==> src/rtl/swa_pkg.sv <==
// Shared types and constants for the sliding window average pool.
// Used by every module of the block except swa_ram; depends on nothing.
`timescale 1ns / 1ps

package swa_pkg;

   // Sample and window geometry
   localparam int SAMPLE_BITS      = 16;
   localparam int WINDOW           = 5;
   localparam int LINES            = WINDOW - 1;          // power of two: row slot is low bits
   localparam int LINE_BITS        = $clog2(LINES);
   localparam int MAX_SIDE_DEFAULT = 32;

   // Configuration register
   localparam int                   SIDE_BITS  = 6;
   localparam logic [SIDE_BITS-1:0] SIDE_RESET = 6'd19;

   // Sum widths: one column of WINDOW samples, then WINDOW columns
   localparam int CSUM_BITS  = 19;
   localparam int TOTAL_BITS = 21;
   localparam int MAG_BITS   = 20;

   // Divide by WINDOW*WINDOW with rounding, through a reciprocal
   localparam int DEN         = WINDOW * WINDOW;
   localparam int HALF_DEN    = DEN / 2;
   localparam int RECIP_SHIFT = 24;
   localparam int RECIP_BITS  = 20;
   localparam int RECIP       = (1 << RECIP_SHIFT) / DEN;
   localparam int QUOT_BITS   = 16;

   // Result fields
   localparam int POS_BITS = 5;

   // Result queue
   localparam int RSP_DEPTH      = 8;
   localparam int RSP_PTR_BITS   = $clog2(RSP_DEPTH);
   localparam int RSP_COUNT_BITS = RSP_PTR_BITS + 1;

   // Per-transaction control carried down the pipeline
   typedef struct packed {
      logic                produce;
      logic [POS_BITS-1:0] row;
      logic [POS_BITS-1:0] col;
      logic                frame_end;
   } tag_type;

   // One finished result
   typedef struct packed {
      logic [SAMPLE_BITS-1:0] mean;
      logic [POS_BITS-1:0]    row;
      logic [POS_BITS-1:0]    col;
      logic                   frame_end;
   } rsp_type;

endpackage

==> src/rtl/swa_ram.sv <==
// Generic single-clock RAM: one write port, one read port, registered read data.
// No dependencies.
`timescale 1ns / 1ps

module swa_ram #(
   parameter int WIDTH = 8,
   parameter int DEPTH = 32
) (
   input  logic                     clock,
   input  logic                     wr_en,
   input  logic [$clog2(DEPTH)-1:0] wr_addr,
   input  logic [WIDTH-1:0]         wr_data,
   input  logic [$clog2(DEPTH)-1:0] rd_addr,
   output logic [WIDTH-1:0]         rd_data
);

   logic [WIDTH-1:0] mem_ff [DEPTH];
   logic [WIDTH-1:0] rd_data_ff;

   // Write, then register the read word
   always_ff @(posedge clock) begin
      if (wr_en) begin
         mem_ff[wr_addr] <= wr_data;
      end
      rd_data_ff <= mem_ff[rd_addr];
   end

   assign rd_data = rd_data_ff;

endmodule

==> src/rtl/swa_front.sv <==
// Front end: frame counters, line store read-modify-write and running column sums.
// Depends on swa_pkg and swa_ram.
`timescale 1ns / 1ps

module swa_front #(
   parameter int MAX_SIDE = swa_pkg::MAX_SIDE_DEFAULT
) (
   input  logic                                         clock,
   input  logic                                         reset,
   input  logic                                         cfg_write,
   input  logic [swa_pkg::SIDE_BITS-1:0]                cfg_side,
   input  logic                                         accept,
   input  logic [swa_pkg::SAMPLE_BITS-1:0]              sample,
   output logic                                         sums_valid,
   output swa_pkg::tag_type                             sums_tag,
   output logic [swa_pkg::WINDOW-1:0][swa_pkg::CSUM_BITS-1:0] col_sums
);

   import swa_pkg::*;

   localparam int CNT_BITS  = $clog2(MAX_SIDE);
   localparam int EFF_BITS  = CNT_BITS + 1;
   localparam int WORD_BITS = LINES * SAMPLE_BITS;

   function automatic logic [EFF_BITS-1:0] clamp_side(input logic [SIDE_BITS-1:0] side);
      logic [EFF_BITS-1:0] eff;
      if (int'(side) < WINDOW) begin
         eff = EFF_BITS'(WINDOW);
      end else if (int'(side) > MAX_SIDE) begin
         eff = EFF_BITS'(MAX_SIDE);
      end else begin
         eff = EFF_BITS'(side);
      end
      return eff;
   endfunction

   logic [EFF_BITS-1:0]  side_ff, side_in;
   logic [CNT_BITS-1:0]  row_ff, row_in;
   logic [CNT_BITS-1:0]  col_ff, col_in;
   logic                 last_col, last_row;
   tag_type              tag_s0;

   logic                 s1_valid_ff;
   logic [SAMPLE_BITS-1:0] s1_sample_ff;
   logic [CNT_BITS-1:0]  s1_col_ff;
   logic [LINE_BITS-1:0] s1_slot_ff;
   logic                 s1_full_ff;
   tag_type              s1_tag_ff;

   logic [WORD_BITS-1:0] rd_word, wr_word;
   logic signed [CSUM_BITS-1:0] upper_sum, csum;

   logic                 s2_valid_ff;
   tag_type              s2_tag_ff;
   logic [WINDOW-1:0][CSUM_BITS-1:0] col_sums_ff;

   // Position of the current transaction in the frame
   assign last_col = ({1'b0, col_ff} == side_ff - 1'b1);
   assign last_row = ({1'b0, row_ff} == side_ff - 1'b1);

   always_comb begin
      tag_s0.produce   = (row_ff >= CNT_BITS'(LINES)) && (col_ff >= CNT_BITS'(LINES));
      tag_s0.row       = POS_BITS'(row_ff - CNT_BITS'(LINES));
      tag_s0.col       = POS_BITS'(col_ff - CNT_BITS'(LINES));
      tag_s0.frame_end = last_row && last_col;
   end

   // Advance counters; a side write restarts the frame
   always_comb begin
      side_in = side_ff;
      row_in  = row_ff;
      col_in  = col_ff;
      if (cfg_write) begin
         side_in = clamp_side(cfg_side);
         row_in  = '0;
         col_in  = '0;
      end else if (accept) begin
         if (last_col) begin
            col_in = '0;
            row_in = last_row ? '0 : row_ff + 1'b1;
         end else begin
            col_in = col_ff + 1'b1;
         end
      end
   end

   always_ff @(posedge clock) begin
      if (reset) begin
         side_ff <= clamp_side(SIDE_RESET);
         row_ff  <= '0;
         col_ff  <= '0;
      end else begin
         side_ff <= side_in;
         row_ff  <= row_in;
         col_ff  <= col_in;
      end
   end

   // Capture the transaction while its column word is read
   always_ff @(posedge clock) begin
      if (reset) begin
         s1_valid_ff <= 1'b0;
      end else begin
         s1_valid_ff <= accept;
      end
   end

   always_ff @(posedge clock) begin
      if (accept) begin
         s1_sample_ff <= sample;
         s1_col_ff    <= col_ff;
         s1_slot_ff   <= row_ff[LINE_BITS-1:0];
         s1_full_ff   <= (row_ff >= CNT_BITS'(LINES));
         s1_tag_ff    <= tag_s0;
      end
   end

   // One word per column holds that column of the last LINES rows
   swa_ram #(
      .WIDTH (WORD_BITS),
      .DEPTH (MAX_SIDE)
   ) u_line_ram (
      .clock   (clock),
      .wr_en   (s1_valid_ff),
      .wr_addr (s1_col_ff),
      .wr_data (wr_word),
      .rd_addr (col_ff),
      .rd_data (rd_word)
   );

   // Sum the stored column, replace this row's slot with the new sample
   always_comb begin
      upper_sum = '0;
      wr_word   = rd_word;
      for (int i = 0; i < LINES; i++) begin
         upper_sum = upper_sum
                   + CSUM_BITS'($signed(rd_word[i*SAMPLE_BITS +: SAMPLE_BITS]));
         if (s1_slot_ff == LINE_BITS'(i)) begin
            wr_word[i*SAMPLE_BITS +: SAMPLE_BITS] = s1_sample_ff;
         end
      end
      csum = CSUM_BITS'($signed(s1_sample_ff)) + (s1_full_ff ? upper_sum : '0);
   end

   // Shift the column sums, newest at the top
   always_ff @(posedge clock) begin
      if (reset) begin
         col_sums_ff <= '0;
         s2_valid_ff <= 1'b0;
      end else begin
         s2_valid_ff <= s1_valid_ff;
         if (s1_valid_ff) begin
            col_sums_ff <= {csum, col_sums_ff[WINDOW-1:1]};
         end
      end
   end

   always_ff @(posedge clock) begin
      if (s1_valid_ff) begin
         s2_tag_ff <= s1_tag_ff;
      end
   end

   assign sums_valid = s2_valid_ff;
   assign sums_tag   = s2_tag_ff;
   assign col_sums   = col_sums_ff;

   // The write-back never lands on the column being read
   a_no_ram_collision : assert property (@(posedge clock) disable iff (reset)
      (accept && s1_valid_ff) |-> (col_ff != s1_col_ff))
      else $error("line store write and read hit the same column");

endmodule

==> src/rtl/swa_mean.sv <==
// Window mean: total of the column sums, then rounded divide by the window area.
// Depends on swa_pkg.
`timescale 1ns / 1ps

module swa_mean (
   input  logic                                         clock,
   input  logic                                         reset,
   input  logic                                         in_valid,
   input  swa_pkg::tag_type                             in_tag,
   input  logic [swa_pkg::WINDOW-1:0][swa_pkg::CSUM_BITS-1:0] col_sums,
   output logic                                         out_valid,
   output swa_pkg::tag_type                             out_tag,
   output logic [swa_pkg::SAMPLE_BITS-1:0]              out_mean
);

   import swa_pkg::*;

   logic signed [TOTAL_BITS-1:0] total_in, total_ff;
   logic                         t_valid_ff;
   tag_type                      t_tag_ff;

   logic [TOTAL_BITS-1:0]        abs_total;
   logic [MAG_BITS-1:0]          y_in, y_ff;
   logic                         m_neg_ff;
   logic                         m_valid_ff;
   tag_type                      m_tag_ff;

   logic [MAG_BITS+RECIP_BITS-1:0] prod;
   logic [QUOT_BITS-1:0]         q0_ff;
   logic [MAG_BITS-1:0]          p_y_ff;
   logic                         p_neg_ff;
   logic                         p_valid_ff;
   tag_type                      p_tag_ff;

   logic [MAG_BITS-1:0]          q_den, rem;
   logic [QUOT_BITS-1:0]         quot;
   logic [SAMPLE_BITS-1:0]       mean_in, mean_ff;
   logic                         out_valid_ff;
   tag_type                      out_tag_ff;

   // Add the window's column sums
   always_comb begin
      total_in = '0;
      for (int i = 0; i < WINDOW; i++) begin
         total_in = total_in + TOTAL_BITS'($signed(col_sums[i]));
      end
   end

   // Magnitude plus half the divisor
   assign abs_total = total_ff[TOTAL_BITS-1] ? (~total_ff + 1'b1) : total_ff;
   assign y_in      = MAG_BITS'(abs_total) + MAG_BITS'(HALF_DEN);

   // Quotient estimate, low by at most one
   assign prod = {{RECIP_BITS{1'b0}}, y_ff} * {{MAG_BITS{1'b0}}, RECIP_BITS'(RECIP)};

   // Correct the estimate and restore the sign
   always_comb begin
      q_den   = MAG_BITS'(q0_ff) * MAG_BITS'(DEN);
      rem     = p_y_ff - q_den;
      quot    = (rem >= MAG_BITS'(DEN)) ? q0_ff + 1'b1 : q0_ff;
      mean_in = p_neg_ff ? (~quot + 1'b1) : quot;
   end

   // Valid bits
   always_ff @(posedge clock) begin
      if (reset) begin
         t_valid_ff   <= 1'b0;
         m_valid_ff   <= 1'b0;
         p_valid_ff   <= 1'b0;
         out_valid_ff <= 1'b0;
      end else begin
         t_valid_ff   <= in_valid;
         m_valid_ff   <= t_valid_ff;
         p_valid_ff   <= m_valid_ff;
         out_valid_ff <= p_valid_ff;
      end
   end

   // Payload stages
   always_ff @(posedge clock) begin
      total_ff   <= total_in;
      t_tag_ff   <= in_tag;
      y_ff       <= y_in;
      m_neg_ff   <= total_ff[TOTAL_BITS-1];
      m_tag_ff   <= t_tag_ff;
      q0_ff      <= QUOT_BITS'(prod >> RECIP_SHIFT);
      p_y_ff     <= y_ff;
      p_neg_ff   <= m_neg_ff;
      p_tag_ff   <= m_tag_ff;
      mean_ff    <= mean_in;
      out_tag_ff <= p_tag_ff;
   end

   assign out_valid = out_valid_ff;
   assign out_tag   = out_tag_ff;
   assign out_mean  = mean_ff;

   // Four stages (total, magnitude, estimate, mean), none of which stalls
   a_latency : assert property (@(posedge clock) disable iff (reset)
      out_valid_ff |-> $past(in_valid, 4))
      else $error("mean pipeline produced a transaction out of step");

endmodule

==> src/rtl/swa_rsp_fifo.sv <==
// Result queue: decouples the fixed-latency pipeline from the rsp channel stall.
// Depends on swa_pkg.
`timescale 1ns / 1ps

module swa_rsp_fifo (
   input  logic             clock,
   input  logic             reset,
   input  logic             push,
   input  swa_pkg::rsp_type push_data,
   output logic             pop_valid,
   input  logic             pop_stall,
   output swa_pkg::rsp_type pop_data
);

   import swa_pkg::*;

   rsp_type                   slot_ff [RSP_DEPTH];
   logic [RSP_PTR_BITS-1:0]   wr_ptr_ff, rd_ptr_ff;
   logic [RSP_COUNT_BITS-1:0] count_ff;
   logic                      pop;

   assign pop_valid = (count_ff != '0);
   assign pop       = pop_valid && !pop_stall;
   assign pop_data  = slot_ff[rd_ptr_ff];

   // Store incoming results
   always_ff @(posedge clock) begin
      if (push) begin
         slot_ff[wr_ptr_ff] <= push_data;
      end
   end

   // Advance pointers and occupancy
   always_ff @(posedge clock) begin
      if (reset) begin
         wr_ptr_ff <= '0;
         rd_ptr_ff <= '0;
         count_ff  <= '0;
      end else begin
         if (push) begin
            wr_ptr_ff <= wr_ptr_ff + 1'b1;
         end
         if (pop) begin
            rd_ptr_ff <= rd_ptr_ff + 1'b1;
         end
         count_ff <= count_ff + RSP_COUNT_BITS'(push) - RSP_COUNT_BITS'(pop);
      end
   end

   // Credit accounting upstream keeps the queue from overflowing
   a_no_overflow : assert property (@(posedge clock) disable iff (reset)
      push |-> (count_ff != RSP_COUNT_BITS'(RSP_DEPTH)))
      else $error("result queue overflow");

endmodule

==> src/rtl/sliding_window_average_pool.sv <==
// Channel  Direction  Ports                                        Transfer
// csr      in         csr_valid / csr_ready, csr_side_length       valid && ready
// req      in         req_valid / req_stall, req_sample            valid && !stall
// rsp      out        rsp_valid / rsp_stall, rsp_window_mean,      valid && !stall
//                     rsp_out_row, rsp_out_col, rsp_frame_end
//
// One sample per cycle sustained while req_stall is low; the line store is a single
// read/write RAM with one column word per cycle, read at acceptance and written back
// the next cycle. Results reach rsp_valid through the mean pipeline and result queue.
// req_stall rises when eight transactions are in the pipeline or waiting in the queue.
// Reset is synchronous; the line store is not cleared (rows are written before they
// are read in every frame).
//
// Top level of the 5x5 stride-1 average pool. Depends on swa_pkg, swa_front,
// swa_mean and swa_rsp_fifo.
`timescale 1ns / 1ps

module sliding_window_average_pool #(
   parameter int MAX_SIDE = swa_pkg::MAX_SIDE_DEFAULT
) (
   input  logic                                clock,
   input  logic                                reset,
   input  logic                                csr_valid,
   output logic                                csr_ready,
   input  logic [swa_pkg::SIDE_BITS-1:0]       csr_side_length,
   input  logic                                req_valid,
   output logic                                req_stall,
   input  logic signed [swa_pkg::SAMPLE_BITS-1:0] req_sample,
   output logic                                rsp_valid,
   input  logic                                rsp_stall,
   output logic signed [swa_pkg::SAMPLE_BITS-1:0] rsp_window_mean,
   output logic [swa_pkg::POS_BITS-1:0]        rsp_out_row,
   output logic [swa_pkg::POS_BITS-1:0]        rsp_out_col,
   output logic                                rsp_frame_end
);

   import swa_pkg::*;

   logic                           accept, cfg_write;
   logic                           sums_valid;
   tag_type                        sums_tag;
   logic [WINDOW-1:0][CSUM_BITS-1:0] col_sums;
   logic                           mean_valid;
   tag_type                        mean_tag;
   logic [SAMPLE_BITS-1:0]         mean_value;
   logic                           push, drop, pop;
   rsp_type                        push_data, head;
   logic [RSP_COUNT_BITS-1:0]      occ_ff, occ_in;

   // Configuration is taken whenever offered
   assign csr_ready = 1'b1;
   assign cfg_write = csr_valid && csr_ready;

   assign req_stall = (occ_ff == RSP_COUNT_BITS'(RSP_DEPTH));
   assign accept    = req_valid && !req_stall;

   swa_front #(
      .MAX_SIDE (MAX_SIDE)
   ) u_front (
      .clock      (clock),
      .reset      (reset),
      .cfg_write  (cfg_write),
      .cfg_side   (csr_side_length),
      .accept     (accept),
      .sample     (req_sample),
      .sums_valid (sums_valid),
      .sums_tag   (sums_tag),
      .col_sums   (col_sums)
   );

   swa_mean u_mean (
      .clock     (clock),
      .reset     (reset),
      .in_valid  (sums_valid),
      .in_tag    (sums_tag),
      .col_sums  (col_sums),
      .out_valid (mean_valid),
      .out_tag   (mean_tag),
      .out_mean  (mean_value)
   );

   // Queue windows that complete; drop the rest
   assign push = mean_valid && mean_tag.produce;
   assign drop = mean_valid && !mean_tag.produce;

   always_comb begin
      push_data.mean      = mean_value;
      push_data.row       = mean_tag.row;
      push_data.col       = mean_tag.col;
      push_data.frame_end = mean_tag.frame_end;
   end

   swa_rsp_fifo u_rsp_fifo (
      .clock     (clock),
      .reset     (reset),
      .push      (push),
      .push_data (push_data),
      .pop_valid (rsp_valid),
      .pop_stall (rsp_stall),
      .pop_data  (head)
   );

   assign pop             = rsp_valid && !rsp_stall;
   assign rsp_window_mean = $signed(head.mean);
   assign rsp_out_row     = head.row;
   assign rsp_out_col     = head.col;
   assign rsp_frame_end   = head.frame_end;

   // Count transactions in flight or queued
   assign occ_in = occ_ff + RSP_COUNT_BITS'(accept) - RSP_COUNT_BITS'(pop)
                 - RSP_COUNT_BITS'(drop);

   always_ff @(posedge clock) begin
      if (reset) begin
         occ_ff <= '0;
      end else begin
         occ_ff <= occ_in;
      end
   end

   a_occ_bound : assert property (@(posedge clock) disable iff (reset)
      occ_ff <= RSP_COUNT_BITS'(RSP_DEPTH))
      else $error("transaction credit count exceeds queue depth");

   a_pop_has_credit : assert property (@(posedge clock) disable iff (reset)
      (pop || drop) |-> (occ_ff != '0))
      else $error("transaction retired with no credit outstanding");

endmodule

==> config.mk <==
export PLATFORM = sky130hd
export DESIGN_NAME = sliding_window_average_pool
export DESIGN_NICKNAME = d
export VERILOG_FILES = /design/src/rtl/swa_pkg.sv /design/src/rtl/swa_ram.sv /design/src/rtl/swa_front.sv /design/src/rtl/swa_mean.sv /design/src/rtl/swa_rsp_fifo.sv /design/src/rtl/sliding_window_average_pool.sv
export SDC_FILE = /design/constraint.sdc
export NUM_CORES = 2
export LEC_CHECK = 0
export BUFFER_PORTS_ARGS = -buffer_cell sky130_fd_sc_hd__buf_4
export CAP_MARGIN = 10
export CORE_ASPECT_RATIO = 2
export CORE_MARGIN = 2
export CORE_UTILIZATION = 37
export CTS_CLUSTER_DIAMETER = 40
export DETAILED_ROUTE_END_ITERATION = 6
export PLACE_DENSITY = 0.62
export SLEW_MARGIN = 20
export SYNTH_ARGS = -nofsm -noshare
export SYNTH_HDL_FRONTEND = slang
export SYNTH_SLANG_ARGS = --single-unit
export TNS_END_PERCENT = 1
==> constraint.sdc <==
create_clock -name clock -period 6.3 [get_ports clock]
set_clock_uncertainty 0.05 [all_clocks]
set_input_delay 0.63 -clock clock [delete_from_list [all_inputs] [get_ports clock]]
set_output_delay 0.63 -clock clock [all_outputs]
set_load 0.005 [all_outputs]
**Yosys cells after proc, flatten, opt, wreduce, memory -nomap -nowiden**

Memories as Yosys holds them, arrays and structs flattened. A register that Yosys moved wholly into a read port is not among the register bits.
Index checks and enable logic that the tools add are counted.

- Flip-flop bits (word level): 322
- RAM bits: 2264
- Output and inout port bits: 30
- Logic and storage cells: 126
- Memories: 2

Memory list:

| name | words | bits a word | rd ports | clocked after Yosys merged registers in | wr ports | RTL line | text |
|---|---|---|---|---|---|---|---|
| u_front.u_line_ram.mem_ff | 32 | 64 | 1 | 1 | 1 | swa_ram.sv:17 | `logic [WIDTH-1:0] mem_ff [DEPTH];` |
| u_rsp_fifo.slot_ff | 8 | 27 | 1 | 1 | 1 | swa_rsp_fifo.sv:17 | `rsp_type slot_ff [RSP_DEPTH];` |

- $add $sub $neg: 25
- Multipliers: 2
- Magnitude comparators: 5
- Equal/unequal tests: 6
- Multiplexer cells: 18
- Bitwise logic cells: 2
- Reductions and logical operators: 13

Operator list:

| operator | number |
|---|---|
| $mux W16 | 6 |
| $add A21 B19 Y21 | 2 |
| $mul A20 B16 Y36 const B | 1 |
| $add A16 B1 Y16 const B | 2 |
| $add A20 B19 Y21 | 1 |
| $add A19 B19 Y20 | 1 |
| $add A20 B1 Y20 const B | 1 |
| $add A20 B4 Y20 const B | 1 |
| $ge A20 B5 Y1 const B | 1 |
| $mul A16 B5 Y20 const B | 1 |
| $mux W20 | 1 |
| $not A20 Y20 | 1 |
| $sub A20 B20 Y20 | 1 |
| $add A19 B16 Y19 | 1 |
| $add A19 B19 Y19 | 1 |
| $mux W19 | 1 |
| $add A17 B16 Y18 | 1 |
| $add A16 B16 Y17 | 1 |
| $not A16 Y16 | 1 |
| $eq A5 B6 Y1 | 2 |
| $mux W6 | 2 |
| $sub A4 B1 Y4 | 3 |
| $add A5 B1 Y5 const B | 2 |
| $ge A5 B3 Y1 const B | 2 |
| other kinds (18) | 34 |

**Logic depth before layout (Yosys ltp)**

- Depth in word-level cells: 7
- Depth in mapped cells: 34
- Mapped depth without buffers: 34

**Hierarchy**

Synthesis repeated with hierarchy kept, for this count alone.

- Cells, all modules: 5894
- Area, all modules: 112257.7 sq um

Modules (own cells, without submodules):

| module | instances | cells each | area an instance (sq um) |
|---|---|---|---|
| swa_ram | 1 | 3097 | 78964.5 |
| swa_mean | 1 | 1410 | 14901.8 |
| swa_front | 1 | 974 | 9167.5 |
| swa_rsp_fifo | 1 | 385 | 8944.8 |
| sliding_window_average_pool | 1 | 28 | 279.0 |

**Worst setup path before layout**

Ideal clock, no wire load.

- Path kind: register to register
- Start: register u_front.u_line_ram.rd_data_ff[1] (netlist: u_front.u_line_ram.rd_data[1]), read port of u_front.u_line_ram.mem_ff
- End: register u_front.col_sums_ff (netlist bit u_front.col_sums[94])
- Setup time: 0.086 ns
- Arrival time: 5.640 ns
- Required time: 6.164 ns
- Setup slack: 0.524 ns
- Cell stages (with the launch flop): 31
- Buffers on the path: 0
- Path through: dfxtp_1 > inv_1 > fa_1 > inv_1 > ha_1 > inv_1 > fa_1 > nor2b_1 > o21ai_0 > a21boi_0 > o21ai_0 > a21boi_0 > o21ai_0 > a21boi_0 > o21ai_0 > a21o_1 > and2_1 > xnor2_1 > ha_1 > and3_1 > a311oi_1 > xnor2_1 > nor2_1 > ha_1 > inv_1 > o41ai_1 > a21o_1 > a21oi_1 > xor2_1 > xnor2_1 > a211oi_1

- Cells in the longest elaborated chain, start to end: 5

RTL lines:

| what | RTL line | text |
|---|---|---|
| from (decl) | swa_ram.sv:18 | `logic [WIDTH-1:0] rd_data_ff;` |
| $add A16 B16 Y17 | swa_front.sv:137 | `+ CSUM_BITS'($signed(rd_word[i*SAMPLE_BITS +: SAMPLE_BITS]));` |
| $add A17 B16 Y18 | swa_front.sv:137 |  |
| $add A19 B16 Y19 | swa_front.sv:137 |  |
| $mux W19 | swa_front.sv:142 | `csum = CSUM_BITS'($signed(s1_sample_ff)) + (s1_full_ff ? upper_sum : '0);` |
| $add A19 B19 Y19 | swa_front.sv:142 |  |
| to (signal assigned) | swa_front.sv:153 | `col_sums_ff <= {csum, col_sums_ff[WINDOW-1:1]};` |
| to (decl) | swa_front.sv:55 | `logic [WINDOW-1:0][CSUM_BITS-1:0] col_sums_ff;` |

No other way between the ends.
A chain may end at the register's enable or synchronous reset.

**Worst setup path in the final report**

- Start: register u_mean.y_ff[13]
- End: register u_mean.q0_ff[15]

- Cells in the longest elaborated chain, start to end: 1

RTL lines:

| what | RTL line | text |
|---|---|---|
| from (decl) | swa_mean.sv:23 | `logic [MAG_BITS-1:0] y_in, y_ff;` |
| from (signal assigned) | swa_mean.sv:83 | `y_ff <= y_in;` |
| $mul A20 B16 Y36 | swa_mean.sv:54 | `assign prod = {{RECIP_BITS{1'b0}}, y_ff} * {{MAG_BITS{1'b0}}, RECIP_BITS'(RECIP)};` |
| named net u_mean.prod[39] | swa_mean.sv:28 | `logic [MAG_BITS+RECIP_BITS-1:0] prod;` |
| to (signal assigned) | swa_mean.sv:86 | `q0_ff <= QUOT_BITS'(prod >> RECIP_SHIFT);` |
| to (decl) | swa_mean.sv:29 | `logic [QUOT_BITS-1:0] q0_ff;` |

The timed path passes the listed nets, and every way through them passes these cells.

==> summary.txt <==
status: complete, no violations
Distinct cells, synth: 78
vias per inst: 5.36
DP HPWL: 169000 um
crit path launch type: flop
Synth Register Bits: 2649
GRT overflow: 0
post-synthesis cell count: 5784
initial antenna violation count: 13
met3 Usage GRT: 1.97%
clock sink total: 2649
clk slew on worst S/H paths: 0.07 ns
crit path max fanout: 5
met1 GRT Util: 20.5%
site row count: 285
CTS buffer count: 225
io pins: 57
Skew-Pair Late Insertion Delay: 0.90 ns
Post-synth EDFFs: 2308
share of layout cells above drive strength 1: 24.9%
most frequent cells in the layout: edfxtp_1, mux4_2, inv_1
peak supply drop: 0.000846 V
first-pass GRT wire length: 412000 um
GRT Total Usage: 18.6%
sequential element share of the synthesized area: 68.1%
WL final: 286000 um
DRT antenna net count: 0
Clock power frac: 22.4%
GPL Wtd Cong: 0.849
per-cell routed wire length: 27.8 um
period utilisation layout: 94.6%
placed cell count: 9843
DRC errors left: 0
Post-Syn Area: 0.112 sq mm
Clock Tree Buf Depth: 4
Worst Path Class, Setup: reg -> reg
Comb pwr share: 44.3%
clk root buf: clkbuf_16
met2 usage: 35.4%
Buffers on Ports: 55
CTS tree: yes
Min-Delay Path Class: in -> reg
number of max-cap violations: 0
Area Growth Syn to Fin: 13.2%
FMAX: 168 MHz
final hold violations: 0
number of global-route vias before repair: 58700
synthesized area per cell: 19.3 sq um
Switching Share: 36.4%
Reg2Reg Setup Slack: 0.34 ns
Worst EP required: 7.01 ns
leakage power total: 42.1 nW
Main synth FF type: edfxtp_1
DR pass1 iterations: 7
Vias: 55200
Internal: 40.5 mW
hold slack: 0.0785 ns
final setup fails: 0
worst slew pin tran: 1.09 ns
Initial Util: 37.1%
Die W: 393 um
sequential share of power: 33.2%
DIE HEIGHT: 781 um
Design Area, Final: 0.126 sq mm
Slew headroom: 27.1%
pin count of the biggest net entering global routing: 99
Final #Nets: 6672
Final Max Tran Viols: 0
Placed Area: 0.119 sq mm
WP data arrival: 6.67 ns
Critical Path End Type: flop
die area: 0.307 sq mm
fin cells: 10300
Core ar.: 0.301 sq mm
commonest non-fill, non-tap cell in the layout: edfxtp_1
H-tree Lvls: 4
Power per Cell Area: 504 mW/mm^2
gr busiest metal: met2
sw power: 23.2 mW
Ys Warns: 0
Final Critical Period: 5.96 ns
Synth async-reset ratio: 0%
initial DRC count: 4679
post-layout util: 42.0%
Syn Nets: 6377
[per-layer routing]
metal / part of all wire, % / vias to the layer above
met1: 34 / 29700
met3: 4.6 / 531
met4: 5.1 / 12
met2: 56 / 1686
li1: - / 23300
met5: 0.028 / -
[cell usage after synthesis (57+ instances only)]
cell	number	area (sq um)
edfxtp_1	2308	69300
mux4_2	694	15600
inv_1	352	1320
dfxtp_1	341	6830
ha_1	327	4090
nor2_1	248	931
fa_1	239	4780
clkbuf_1	169	634
mux2_2	151	1700
xnor2_1	119	1040
mux2i_1	98	981
nand2_1	93	349
a21oi_1	86	430
o21ai_0	66	330
xor2_1	57	499
[cells by family (layout without fill, tap and decap cells)]
group	after synthesis	after routing	share of synthesized area [%]
fa+ha+maj	566	566	7.94
mux	943	943	16.4
compound gates	320	320	1.88
simple gates	551	551	2.31
other cells	1	7	0.00336
flops	2649	2649	68.1
xor+xnor	177	177	1.40
buf+inv	577	1059	1.96
[flip-flops by register name, summed over array words and instances, names as in the netlist, 16 cells and up, named ones only]
signal and flops:
u_mean.out_mean 16, u_front.col_sums 95, u_mean.q0_ff 16, u_front.s1_sample_ff 16, u_front.u_line_ram.mem_ff 2048, u_mean.y_ff 20, u_rsp_fifo.slot_ff 216, u_mean.total_ff 21
u_front.u_line_ram.rd_data 64, u_mean.p_y_ff 20
[metrics by stage]
stage / TNS, ns / worst slack [ns] / power (mW)
6_report: 0 / 0.337 / 63.7
5_1_grt: -0.0242 / -0.0242 / 68.7
4_1_cts: 0 / 0.0101 / 64.3
3_5_place_dp: -0.489 / -0.171 / 49.8
3_3_place_gp: -0.347 / -0.241 / 49.1
2_1_floorplan: 0 / 0.524 / 41.8
[critical path, cell delays in order (launching register included)]
cell	delay, ns
dfxtp_1	0.47
buf_4	0.23
ha_1	0.27
fa_1	0.48
fa_1	0.52
inv_1	0.05
fa_1	0.57
fa_1	0.45
fa_1	0.57
inv_1	0.06
ha_1	0.29
a21oi_1	0.16
and3_1	0.19
o211ai_1	0.23
nand3_1	0.22
a21oi_2	0.12
o2111ai_1	0.21
nand3_1	0.21
a21o_1	0.25
a21oi_1	0.18
xnor2_1	0.09
[area by class of cell]
cell class                 count  area, sq um
tap                         4018         5030
inverter                     353         1330
clock buffer                 292         6220
timing repair buffer         292         2590
fill                       26300       174000
antenna                        6         15.0
sequential                  2649        76200
multi-input combinational   2558        33800
clock inverter               122         1300
[worst paths after layout]
kind | startpoint | to | cells past startpoint
worst min register to register | u_mean.p_tag_ff[11] | u_mean.out_tag[11] | 0
worst min-delay path | csr_side_length[0] | u_front.side_ff[0] | 3
worst max register to register | u_mean.y_ff[13] | u_mean.q0_ff[15] | 20
worst max-delay path | u_mean.y_ff[13] | u_mean.q0_ff[15] | 20
[repair_timing]
action	4_1_cts	5_1_grt
resized for setup	4	31
pin swaps	0	17
setup endpoints to repair	5	11
endpoints found under the hold margin	20	0
setup buffers	0	6
hold buffers	21	0
[power by group through the flow]
stage          logic [mW]  clock network, mW  registers [mW]
2_1_floorplan        20.5                  0            21.3
3_3_place_gp         27.6                  0            21.5
3_5_place_dp         28.2                  0            21.6
4_1_cts              28.6               14.6            21.2
5_1_grt              32.3               15.2            21.2
6_report             28.3               14.3            21.2
No activity file was read; power rests on OpenSTA's default activity.
